File: src/sv/bdq_pkg.sv
// ----------------------------------------------------------------------------
// bdq_pkg
// Shared types and codes for the bounded deque: action and status codes and
// the command and result transaction structs.
// ----------------------------------------------------------------------------
package bdq_pkg;

  // Action codes
  localparam logic [3:0] ACT_PUSH_FRONT  = 4'd0;
  localparam logic [3:0] ACT_PUSH_BACK   = 4'd1;
  localparam logic [3:0] ACT_POP_FRONT   = 4'd2;
  localparam logic [3:0] ACT_POP_BACK    = 4'd3;
  localparam logic [3:0] ACT_POP_BACK_K  = 4'd4;
  localparam logic [3:0] ACT_REMOVE_2ND  = 4'd5;
  localparam logic [3:0] ACT_APPEND_CNT  = 4'd6;
  localparam logic [3:0] ACT_APPEND_SEQ  = 4'd7;
  localparam logic [3:0] ACT_INS_B4_LAST = 4'd8;
  localparam logic [3:0] ACT_READ        = 4'd9;

  // Status codes
  localparam logic [1:0] STAT_OK      = 2'd0;
  localparam logic [1:0] STAT_IGNORED = 2'd1;
  localparam logic [1:0] STAT_FULL    = 2'd2;
  localparam logic [1:0] STAT_RANGE   = 2'd3;

  // Command transaction
  typedef struct packed {
    logic [3:0]         action;
    logic signed [31:0] value;
    logic [12:0]        amount;
    logic [11:0]        position;
  } cmd_t;

  // Result transaction
  typedef struct packed {
    logic [1:0]         status;
    logic [12:0]        count;
    logic signed [31:0] front_value;
    logic signed [31:0] back_value;
    logic signed [31:0] read_value;
  } res_t;

endpackage

File: src/sv/bdq_ram.sv
// ----------------------------------------------------------------------------
// bdq_ram
// Ring storage: one write port and one read port, registered read data.
// ----------------------------------------------------------------------------
module bdq_ram #(
  parameter int DEPTH      = 16,
  parameter int DATA_WIDTH = 32
) (
  input  logic                     clk_i,
  input  logic                     we_i,
  input  logic [$clog2(DEPTH)-1:0] waddr_i,
  input  logic [DATA_WIDTH-1:0]    wdata_i,
  input  logic                     re_i,
  input  logic [$clog2(DEPTH)-1:0] raddr_i,
  output logic [DATA_WIDTH-1:0]    rdata_o
);

  logic [DATA_WIDTH-1:0] mem [DEPTH];
  logic [DATA_WIDTH-1:0] rdata_q;

  // Write port
  always_ff @(posedge clk_i) begin
    if (we_i) begin
      mem[waddr_i] <= wdata_i;
    end
  end

  // Read port, registered read data
  always_ff @(posedge clk_i) begin
    if (re_i) begin
      rdata_q <= mem[raddr_i];
    end
  end

  assign rdata_o = rdata_q;

endmodule

File: src/sv/bounded_deque_with_edits_top.sv
// ----------------------------------------------------------------------------
// bounded_deque_with_edits_top
// Bounded double-ended queue in a ring memory with head pointer and count.
// The result strobe is registered from an action's last state: execute, or
// read-wait or second-write when a ring read or a second write is needed
// (in-range reads, pops that leave entries, insert_before_last);
// append_sequence writes values in a sequence state. An item may be
// accepted in the cycle its result is shown; one ring access per cycle.
// Reset clears pointer, count and control; ring contents are not cleared.
// Results cannot be stalled.
// ----------------------------------------------------------------------------
module bounded_deque_with_edits_top #(
  parameter int DEPTH      = 16,
  parameter int DATA_WIDTH = 32
) (
  input  logic          clk_i,
  input  logic          rst_ni,
  input  logic          start,
  output logic          busy,
  input  bdq_pkg::cmd_t cmd_i,
  output logic          done_o,
  output bdq_pkg::res_t res_o
);
  import bdq_pkg::*;

  localparam int AW = $clog2(DEPTH);
  localparam int CW = $clog2(DEPTH + 1);
  localparam int SW = CW + 1;

  // Sequencer states
  localparam logic [2:0] ST_IDLE = 3'd0;
  localparam logic [2:0] ST_EXEC = 3'd1;
  localparam logic [2:0] ST_RDWT = 3'd2;
  localparam logic [2:0] ST_SEQ  = 3'd3;
  localparam logic [2:0] ST_INS2 = 3'd4;

  // Read data destinations
  localparam logic [1:0] DST_FRONT = 2'd0;
  localparam logic [1:0] DST_BACK  = 2'd1;
  localparam logic [1:0] DST_READ  = 2'd2;

  // Ring slot of an offset from the head
  function automatic logic [AW-1:0] slot(input logic [AW-1:0] h, input logic [CW-1:0] off);
    logic [SW-1:0] sum;
    sum = SW'(h) + SW'(off);
    if (sum >= SW'(DEPTH)) begin
      sum = sum - SW'(DEPTH);
    end
    return sum[AW-1:0];
  endfunction

  // 32-bit input value to stored width
  function automatic logic [DATA_WIDTH-1:0] store_form(input logic signed [31:0] v);
    logic [63:0] e;
    e = 64'(v);
    return e[DATA_WIDTH-1:0];
  endfunction

  // Stored value to 32-bit output
  function automatic logic [31:0] out_form(input logic signed [DATA_WIDTH-1:0] x);
    logic [63:0] e;
    e = 64'(x);
    return e[31:0];
  endfunction

  logic [2:0]            state_q, state_d;
  logic [AW-1:0]         head_q, head_d;
  logic [CW-1:0]         cnt_q, cnt_d;
  logic [DATA_WIDTH-1:0] front_q, front_d, back_q, back_d;
  cmd_t                  cmd_q, cmd_d;
  logic [12:0]           seq_q, seq_d;
  logic [AW-1:0]         addr_q, addr_d;
  logic [1:0]            dst_q, dst_d;
  res_t                  res_q, res_d;
  logic                  done_q;

  logic                  we, re, fin, full;
  logic [AW-1:0]         waddr, raddr;
  logic [DATA_WIDTH-1:0] wdata, rdata, val_st, seq_st, cnt_st;
  logic [1:0]            fin_stat;
  logic [31:0]           fin_rd;
  logic [CW-1:0]         kcnt;

  bdq_ram #(
    .DEPTH      (DEPTH),
    .DATA_WIDTH (DATA_WIDTH)
  ) u_ram (
    .clk_i   (clk_i),
    .we_i    (we),
    .waddr_i (waddr),
    .wdata_i (wdata),
    .re_i    (re),
    .raddr_i (raddr),
    .rdata_o (rdata)
  );

  assign busy   = (state_q != ST_IDLE);
  assign full   = (cnt_q == CW'(DEPTH));
  assign val_st = store_form(cmd_q.value);
  assign seq_st = store_form(32'(seq_q));
  assign cnt_st = store_form(32'(cnt_q));
  assign kcnt   = (14'(cmd_q.amount) >= 14'(cnt_q)) ? '0 : cnt_q - CW'(cmd_q.amount);

  // Sequencer: read-modify-write of ring and pointers
  always_comb begin
    state_d  = state_q;
    head_d   = head_q;
    cnt_d    = cnt_q;
    front_d  = front_q;
    back_d   = back_q;
    cmd_d    = cmd_q;
    seq_d    = seq_q;
    addr_d   = addr_q;
    dst_d    = dst_q;
    we       = 1'b0;
    waddr    = '0;
    wdata    = '0;
    re       = 1'b0;
    raddr    = '0;
    fin      = 1'b0;
    fin_stat = STAT_OK;
    fin_rd   = '0;

    unique case (state_q)
      ST_IDLE: begin
        if (start) begin
          cmd_d   = cmd_i;
          state_d = ST_EXEC;
        end
      end

      ST_EXEC: begin
        unique case (cmd_q.action)
          ACT_PUSH_FRONT: begin
            fin = 1'b1;
            if (full) begin
              fin_stat = STAT_FULL;
            end else begin
              head_d  = (head_q == '0) ? AW'(DEPTH - 1) : head_q - AW'(1);
              we      = 1'b1;
              waddr   = head_d;
              wdata   = val_st;
              cnt_d   = cnt_q + CW'(1);
              front_d = val_st;
              if (cnt_q == '0) back_d = val_st;
            end
          end
          ACT_PUSH_BACK: begin
            fin = 1'b1;
            if (full) begin
              fin_stat = STAT_FULL;
            end else begin
              we     = 1'b1;
              waddr  = slot(head_q, cnt_q);
              wdata  = val_st;
              cnt_d  = cnt_q + CW'(1);
              back_d = val_st;
              if (cnt_q == '0) front_d = val_st;
            end
          end
          ACT_POP_FRONT: begin
            if (cnt_q == '0) begin
              fin      = 1'b1;
              fin_stat = STAT_IGNORED;
            end else begin
              head_d = slot(head_q, CW'(1));
              cnt_d  = cnt_q - CW'(1);
              if (cnt_q == CW'(1)) begin
                fin = 1'b1;
              end else begin
                re      = 1'b1;
                raddr   = slot(head_q, CW'(1));
                dst_d   = DST_FRONT;
                state_d = ST_RDWT;
              end
            end
          end
          ACT_POP_BACK: begin
            if (cnt_q == '0) begin
              fin      = 1'b1;
              fin_stat = STAT_IGNORED;
            end else begin
              cnt_d = cnt_q - CW'(1);
              if (cnt_q == CW'(1)) begin
                fin = 1'b1;
              end else begin
                re      = 1'b1;
                raddr   = slot(head_q, cnt_q - CW'(2));
                dst_d   = DST_BACK;
                state_d = ST_RDWT;
              end
            end
          end
          ACT_POP_BACK_K: begin
            if (cnt_q == '0) begin
              fin      = 1'b1;
              fin_stat = STAT_IGNORED;
            end else begin
              cnt_d = kcnt;
              if (kcnt == '0) begin
                fin = 1'b1;
              end else begin
                re      = 1'b1;
                raddr   = slot(head_q, kcnt - CW'(1));
                dst_d   = DST_BACK;
                state_d = ST_RDWT;
              end
            end
          end
          ACT_REMOVE_2ND: begin
            fin = 1'b1;
            if (cnt_q < CW'(2)) begin
              fin_stat = STAT_IGNORED;
            end else begin
              // old front moves into the second slot, which becomes the head
              we     = 1'b1;
              waddr  = slot(head_q, CW'(1));
              wdata  = front_q;
              head_d = slot(head_q, CW'(1));
              cnt_d  = cnt_q - CW'(1);
              if (cnt_q == CW'(2)) back_d = front_q;
            end
          end
          ACT_APPEND_CNT: begin
            fin = 1'b1;
            if (full) begin
              fin_stat = STAT_FULL;
            end else begin
              we     = 1'b1;
              waddr  = slot(head_q, cnt_q);
              wdata  = cnt_st;
              cnt_d  = cnt_q + CW'(1);
              back_d = cnt_st;
              if (cnt_q == '0) front_d = cnt_st;
            end
          end
          ACT_APPEND_SEQ: begin
            seq_d   = 13'd1;
            state_d = ST_SEQ;
          end
          ACT_INS_B4_LAST: begin
            if (cnt_q < CW'(2)) begin
              fin      = 1'b1;
              fin_stat = STAT_IGNORED;
            end else if (full) begin
              fin      = 1'b1;
              fin_stat = STAT_FULL;
            end else begin
              // copy last entry one slot on; value goes to old last slot next
              we      = 1'b1;
              waddr   = slot(head_q, cnt_q);
              wdata   = back_q;
              addr_d  = slot(head_q, cnt_q - CW'(1));
              cnt_d   = cnt_q + CW'(1);
              state_d = ST_INS2;
            end
          end
          ACT_READ: begin
            if (14'(cmd_q.position) >= 14'(cnt_q)) begin
              fin      = 1'b1;
              fin_stat = STAT_RANGE;
            end else begin
              re      = 1'b1;
              raddr   = slot(head_q, CW'(cmd_q.position));
              dst_d   = DST_READ;
              state_d = ST_RDWT;
            end
          end
          default: begin
            fin      = 1'b1;
            fin_stat = STAT_IGNORED;
          end
        endcase
      end

      ST_RDWT: begin
        fin = 1'b1;
        case (dst_q)
          DST_FRONT: front_d = rdata;
          DST_BACK:  back_d  = rdata;
          default:   fin_rd  = out_form(rdata);
        endcase
      end

      ST_SEQ: begin
        if (14'(seq_q) > 14'(cmd_q.amount)) begin
          fin = 1'b1;
        end else if (full) begin
          fin      = 1'b1;
          fin_stat = STAT_FULL;
        end else begin
          we     = 1'b1;
          waddr  = slot(head_q, cnt_q);
          wdata  = seq_st;
          cnt_d  = cnt_q + CW'(1);
          back_d = seq_st;
          if (cnt_q == '0) front_d = seq_st;
          seq_d  = seq_q + 13'd1;
        end
      end

      ST_INS2: begin
        fin   = 1'b1;
        we    = 1'b1;
        waddr = addr_q;
        wdata = val_st;
      end

      default: begin
        state_d = ST_IDLE;
      end
    endcase

    if (fin) begin
      state_d = ST_IDLE;
    end
  end

  // Result register built from the post-action state
  always_comb begin
    res_d.status      = fin_stat;
    res_d.count       = 13'(cnt_d);
    res_d.front_value = (cnt_d != '0) ? out_form(front_d) : '0;
    res_d.back_value  = (cnt_d != '0) ? out_form(back_d) : '0;
    res_d.read_value  = fin_rd;
  end

  // Control state
  always_ff @(posedge clk_i or negedge rst_ni) begin
    if (!rst_ni) begin
      state_q <= ST_IDLE;
      head_q  <= '0;
      cnt_q   <= '0;
      done_q  <= 1'b0;
    end else begin
      state_q <= state_d;
      head_q  <= head_d;
      cnt_q   <= cnt_d;
      done_q  <= fin;
    end
  end

  // Payload registers
  always_ff @(posedge clk_i) begin
    front_q <= front_d;
    back_q  <= back_d;
    cmd_q   <= cmd_d;
    seq_q   <= seq_d;
    addr_q  <= addr_d;
    dst_q   <= dst_d;
    if (fin) begin
      res_q <= res_d;
    end
  end

  assign done_o = done_q;
  assign res_o  = res_q;

  // Checks
  a_cnt_bound: assert property (@(posedge clk_i) disable iff (!rst_ni)
    cnt_q <= CW'(DEPTH))
    else $error("entry count above capacity");

  a_head_bound: assert property (@(posedge clk_i) disable iff (!rst_ni)
    head_q <= AW'(DEPTH - 1))
    else $error("head pointer out of ring");

  a_done_idle: assert property (@(posedge clk_i) disable iff (!rst_ni)
    done_o |-> !busy)
    else $error("result strobe while sequencer busy");

  a_no_port_clash: assert property (@(posedge clk_i) disable iff (!rst_ni)
    !(we && re))
    else $error("ring read and write in the same cycle");

endmodule

File: config.mk
export PLATFORM = sky130hd
export DESIGN_NAME = bounded_deque_with_edits_top
export DESIGN_NICKNAME = d
export VERILOG_FILES = /design/src/sv/bdq_pkg.sv /design/src/sv/bdq_ram.sv /design/src/sv/bounded_deque_with_edits_top.sv
export SDC_FILE = /design/constraint.sdc
export NUM_CORES = 1
export LEC_CHECK = 0
export ABC_AREA = 1
export BUFFER_PORTS_ARGS = -buffer_cell sky130_fd_sc_hd__buf_4
export CORE_MARGIN = 1
export CORE_UTILIZATION = 35
export DETAILED_ROUTE_END_ITERATION = 16
export GPL_TIMING_DRIVEN = 0
export PLACE_DENSITY = 0.58
export SLEW_MARGIN = 30
export SYNTH_ARGS = -nofsm -noshare
export SYNTH_HDL_FRONTEND = slang
export SYNTH_SLANG_ARGS = --single-unit
File: constraint.sdc
create_clock -name clk_i -period 12.2 [get_ports clk_i]
set_input_delay 0.61 -clock clk_i [delete_from_list [all_inputs] [get_ports clk_i]]
set_output_delay 0.61 -clock clk_i [all_outputs]
set_load 0.005 [all_outputs]
==> results.yml <==
run_status:
  status: "finished, final reports clean"
sta:
  finalHoldViolations: 0
  slew_violations: 0
  max_slew.worst_pin.slew_ns: 1.056
  fin_crit_sh_pct: 50.35
  holdWs_ns: 0.1064
  rsz0062_at_grt: "false"
  fmax_ghz: 0.1628
  setup_viol: 0
  slew_headroom_pct: 29.58
  clock_skew_ns: 0.04920
  final.min_clock_period_ns: 6.143
  worst_slack_ns: 6.057
  tns_ns: 0
clocking:
  cts_setup_buffers: 0
  cts.path.max_buffers: 3
  clk_pin_slew_ns: 0.06
  cts_tree: "done"
  cts-root-buf: "clkbuf_16"
  cts_made_buffers: 90
  cts_resized: 0
  clk_latency_ns: 0.68
  htree_levels: 3
  clock_sinks: 804
logic_synthesis:
  synth_top_family_by_area: "simple AND/OR/NAND/NOR gates"
  async_flop_share_pct: 1.617
  ys_seq_elements: 804
  synth-compound-area-share_pct: 8.640
  synth_ff_type: "edfxtp_1"
  post_synth_num_cell_types: 53
  synth_top_area_share_pct: 55.91
  syn_inst: 4104
  yosys_warnings: 0
  synth.area.mux_share_pct: 0
  synth-xor-area-share_pct: 0.5384
  ys_seq_area_share_pct: 60.03
  yosys.area.top_type: "edfxtp_1"
  synth_edf_count: 727
  synth_area_leaders: "edfxtp_1 (56%), nand3_1 (6.4%), nand2_1 (6.2%)"
  yosysMostFrequentCell: "edfxtp_1"
  ys_top_cells_by_count: "edfxtp_1 (727), nand2_1 (650), inv_1 (588)"
  synth.avg_cell_area_sq_um: 9.514
  synthSimpleGateAreaFrac_pct: 20.36
  netlist_area_sq_um: 39040
  synth_adder_area_share_pct: 2.038
min_path:
  min_path_type: "in2reg"
power:
  finalPower_mw: 9.837
  power_density_nw_per_um2: 209.8
  max-vdd-ir-drop_mv: 0.1020
  total_leakage_power_nw: 18.88
die:
  die_width_microns: 336.0
  die_h_microns: 336.0
  ioPinCount: 177
  die_area_sq_um: 112900
  start_util_pct: 35.28
  core_area_sq_um: 110700
  rows: 122
global_routing:
  antenna_found_initial: 3
  grt_max_degree: 21
  grt_use_met1_pct: 33.39
  busiest_layer: "met2"
  grt_use_met3_pct: 3.841
  grt_usage_pct: 25.48
  grt_first_pass_wirelength_mm: 208.5
  overflow: 0
  grt_pass1_vias: 30100
  grt_util_met2_pct: 42.11
routing:
  drtIter0Drc: 3643
  num_vias: 31630
  post_drt_wl_per_cell_microns: 24.22
  drtPass1Iterations: 7
  ant_nets: 0
  wl_mm: 145.4
  drc: 0
  vias_per_cell: 5.267
critical_path:
  required_ns: 12.59
  crit_path_max_fanout: 12
  arrival_ns: 6.53
  critPathLaunchType: "flip-flop"
  worst-setup-path-type: "reg2reg"
  end_kind: "flip-flop"
final_layout:
  syn2layout_area_growth_pct: 20.11
  fill_cells: 10700
  final_core_util_pct: 42.38
  fin_cells: 6005
  drive_above_1_share_pct: 12.82
  fin_nets: 4569
  final_area_sq_um: 46900
place:
  globalplace.congestion: 0.9807
  postPlaceCellArea_sq_um: 43880
  dp_hpwl_mm: 105.8
  portBuffers: 168
  dp_cells: 5839
  dp_slack_ns: 6.003
run:
  maxCapViolations: 0
state kept, by name, indices dropped and copies added, names as in the netlist:
register       count
cmd_q             29
front_q           32
back_q            32
done_o             1
cnt_q              5
head_q             4
seq_q             13
dst_q              2
state_q            3
addr_q             4
val_st            32
u_ram.mem        512
u_ram.rdata_o     32
res_o            103
report_power, final:
| part | leakage [nW] | switching [mW] | total (mW) | internal (mW) |
|---|---|---|---|---|
| Combinational | 10.0 | 2.25 | 3.24 | 0.993 |
| Clock | 1.45 | 1.16 | 2.76 | 1.61 |
| Sequential | 7.38 | 0.261 | 3.84 | 3.57 |
| Total | 18.9 | 3.66 | 9.84 | 6.17 |
final cells by class:
cell class                 instances  area, sq um  area share, %
antenna                            1        2.502       0.005336
buffer                           225         1002          2.137
clock buffer                     115         2429          5.179
clock inverter                    48        554.3          1.182
inverter                         607         2278          4.858
multi-input combinational       2475        12710          27.10
sequential                       804        23440          49.98
tap                             1488         1862          3.970
timing repair buffer             242         2624          5.595
repair_timing:
| action | in CTS | in global routing |
|---|---|---|
| hold buffers | 1 | 0 |
| setup endpoints to repair | 0 | 0 |
| endpoints found under the hold margin | 13 | 0 |
worst paths after layout:
check                                    from                          end  slack [ns]  depth (start not counted)
hold / removal                      cmd_i[48]         val_st[23]$_DFFE_PP_        0.11                          1
min in group asynchronous              rst_ni        head_q[1]$_DFFE_PN0P_        0.38                          2
setup / recovery           cnt_q[0]$_DFF_PN0_  u_ram.rdata_o[16]$_DFFE_PP_        6.06                         22
setup reg to reg           cnt_q[0]$_DFF_PN0_  u_ram.rdata_o[16]$_DFFE_PP_        6.06                         22
max in group asynchronous              rst_ni             done_o$_DFF_PN0_       11.61                          2
hold reg to reg            back_q[28]$_DFF_P_           back_q[28]$_DFF_P_        0.58                          2
cell families after synthesis:
family	Yosys count
other cells	1
compound gates	572
buf+inv	832
xor+xnor	24
simple gates	1811
fa+ha+maj	60
flops	804
critical path: stages, from the launching register on:
cell and delay [ns]:
dfrtp_1 0.76, inv_1 0.40, ha_1 0.39, inv_1 0.08, nand2_1 0.06, nand3_1 0.06, a21oi_1 0.07, nor2_2 0.25
nand2_1 0.20, ha_1 0.29, xnor2_1 0.23, ha_1 0.30, a21oi_1 0.15, nand2_1 0.07, xor2_1 0.15, xnor2_1 0.19
xor2_1 0.18, nor2_1 0.06, o21ai_1 0.78, inv_1 0.29, buf_1 0.51, nand3_1 0.23, nand2_1 0.17
cell usage in the layout, fill, tap and decap left out, types with 11 or more instances in the layout:
cell type	instances
clkinv_2	15
a21oi_1	170
nand3b_1	70
nor3_1	16
o221ai_1	29
ha_1	54
clkbuf_16	92
inv_1	588
edfxtp_1	727
nor2_4	19
buf_4	195
nand2_1	650
o22ai_1	34
o22ai_2	18
buf_2	64
nand4_1	11
clkinv_1	15
o21ai_0	200
nor2_1	475
buf_6	21
o32ai_1	21
nand3_1	502
buf_16	34
dfrtp_1	13
clkbuf_1	122
buf_1	37
xor2_1	16
dfxtp_1	64
or2_2	36
inv_2	14
o211ai_1	50
per-layer routing:
layer / wire (microns) / share of wire, %
met2: 68500 / 47
met4: 5980 / 4.1
met5: 0 / 0
met1: 58770 / 40
met3: 12170 / 8.4
Power figures use the tool's default switching activity.
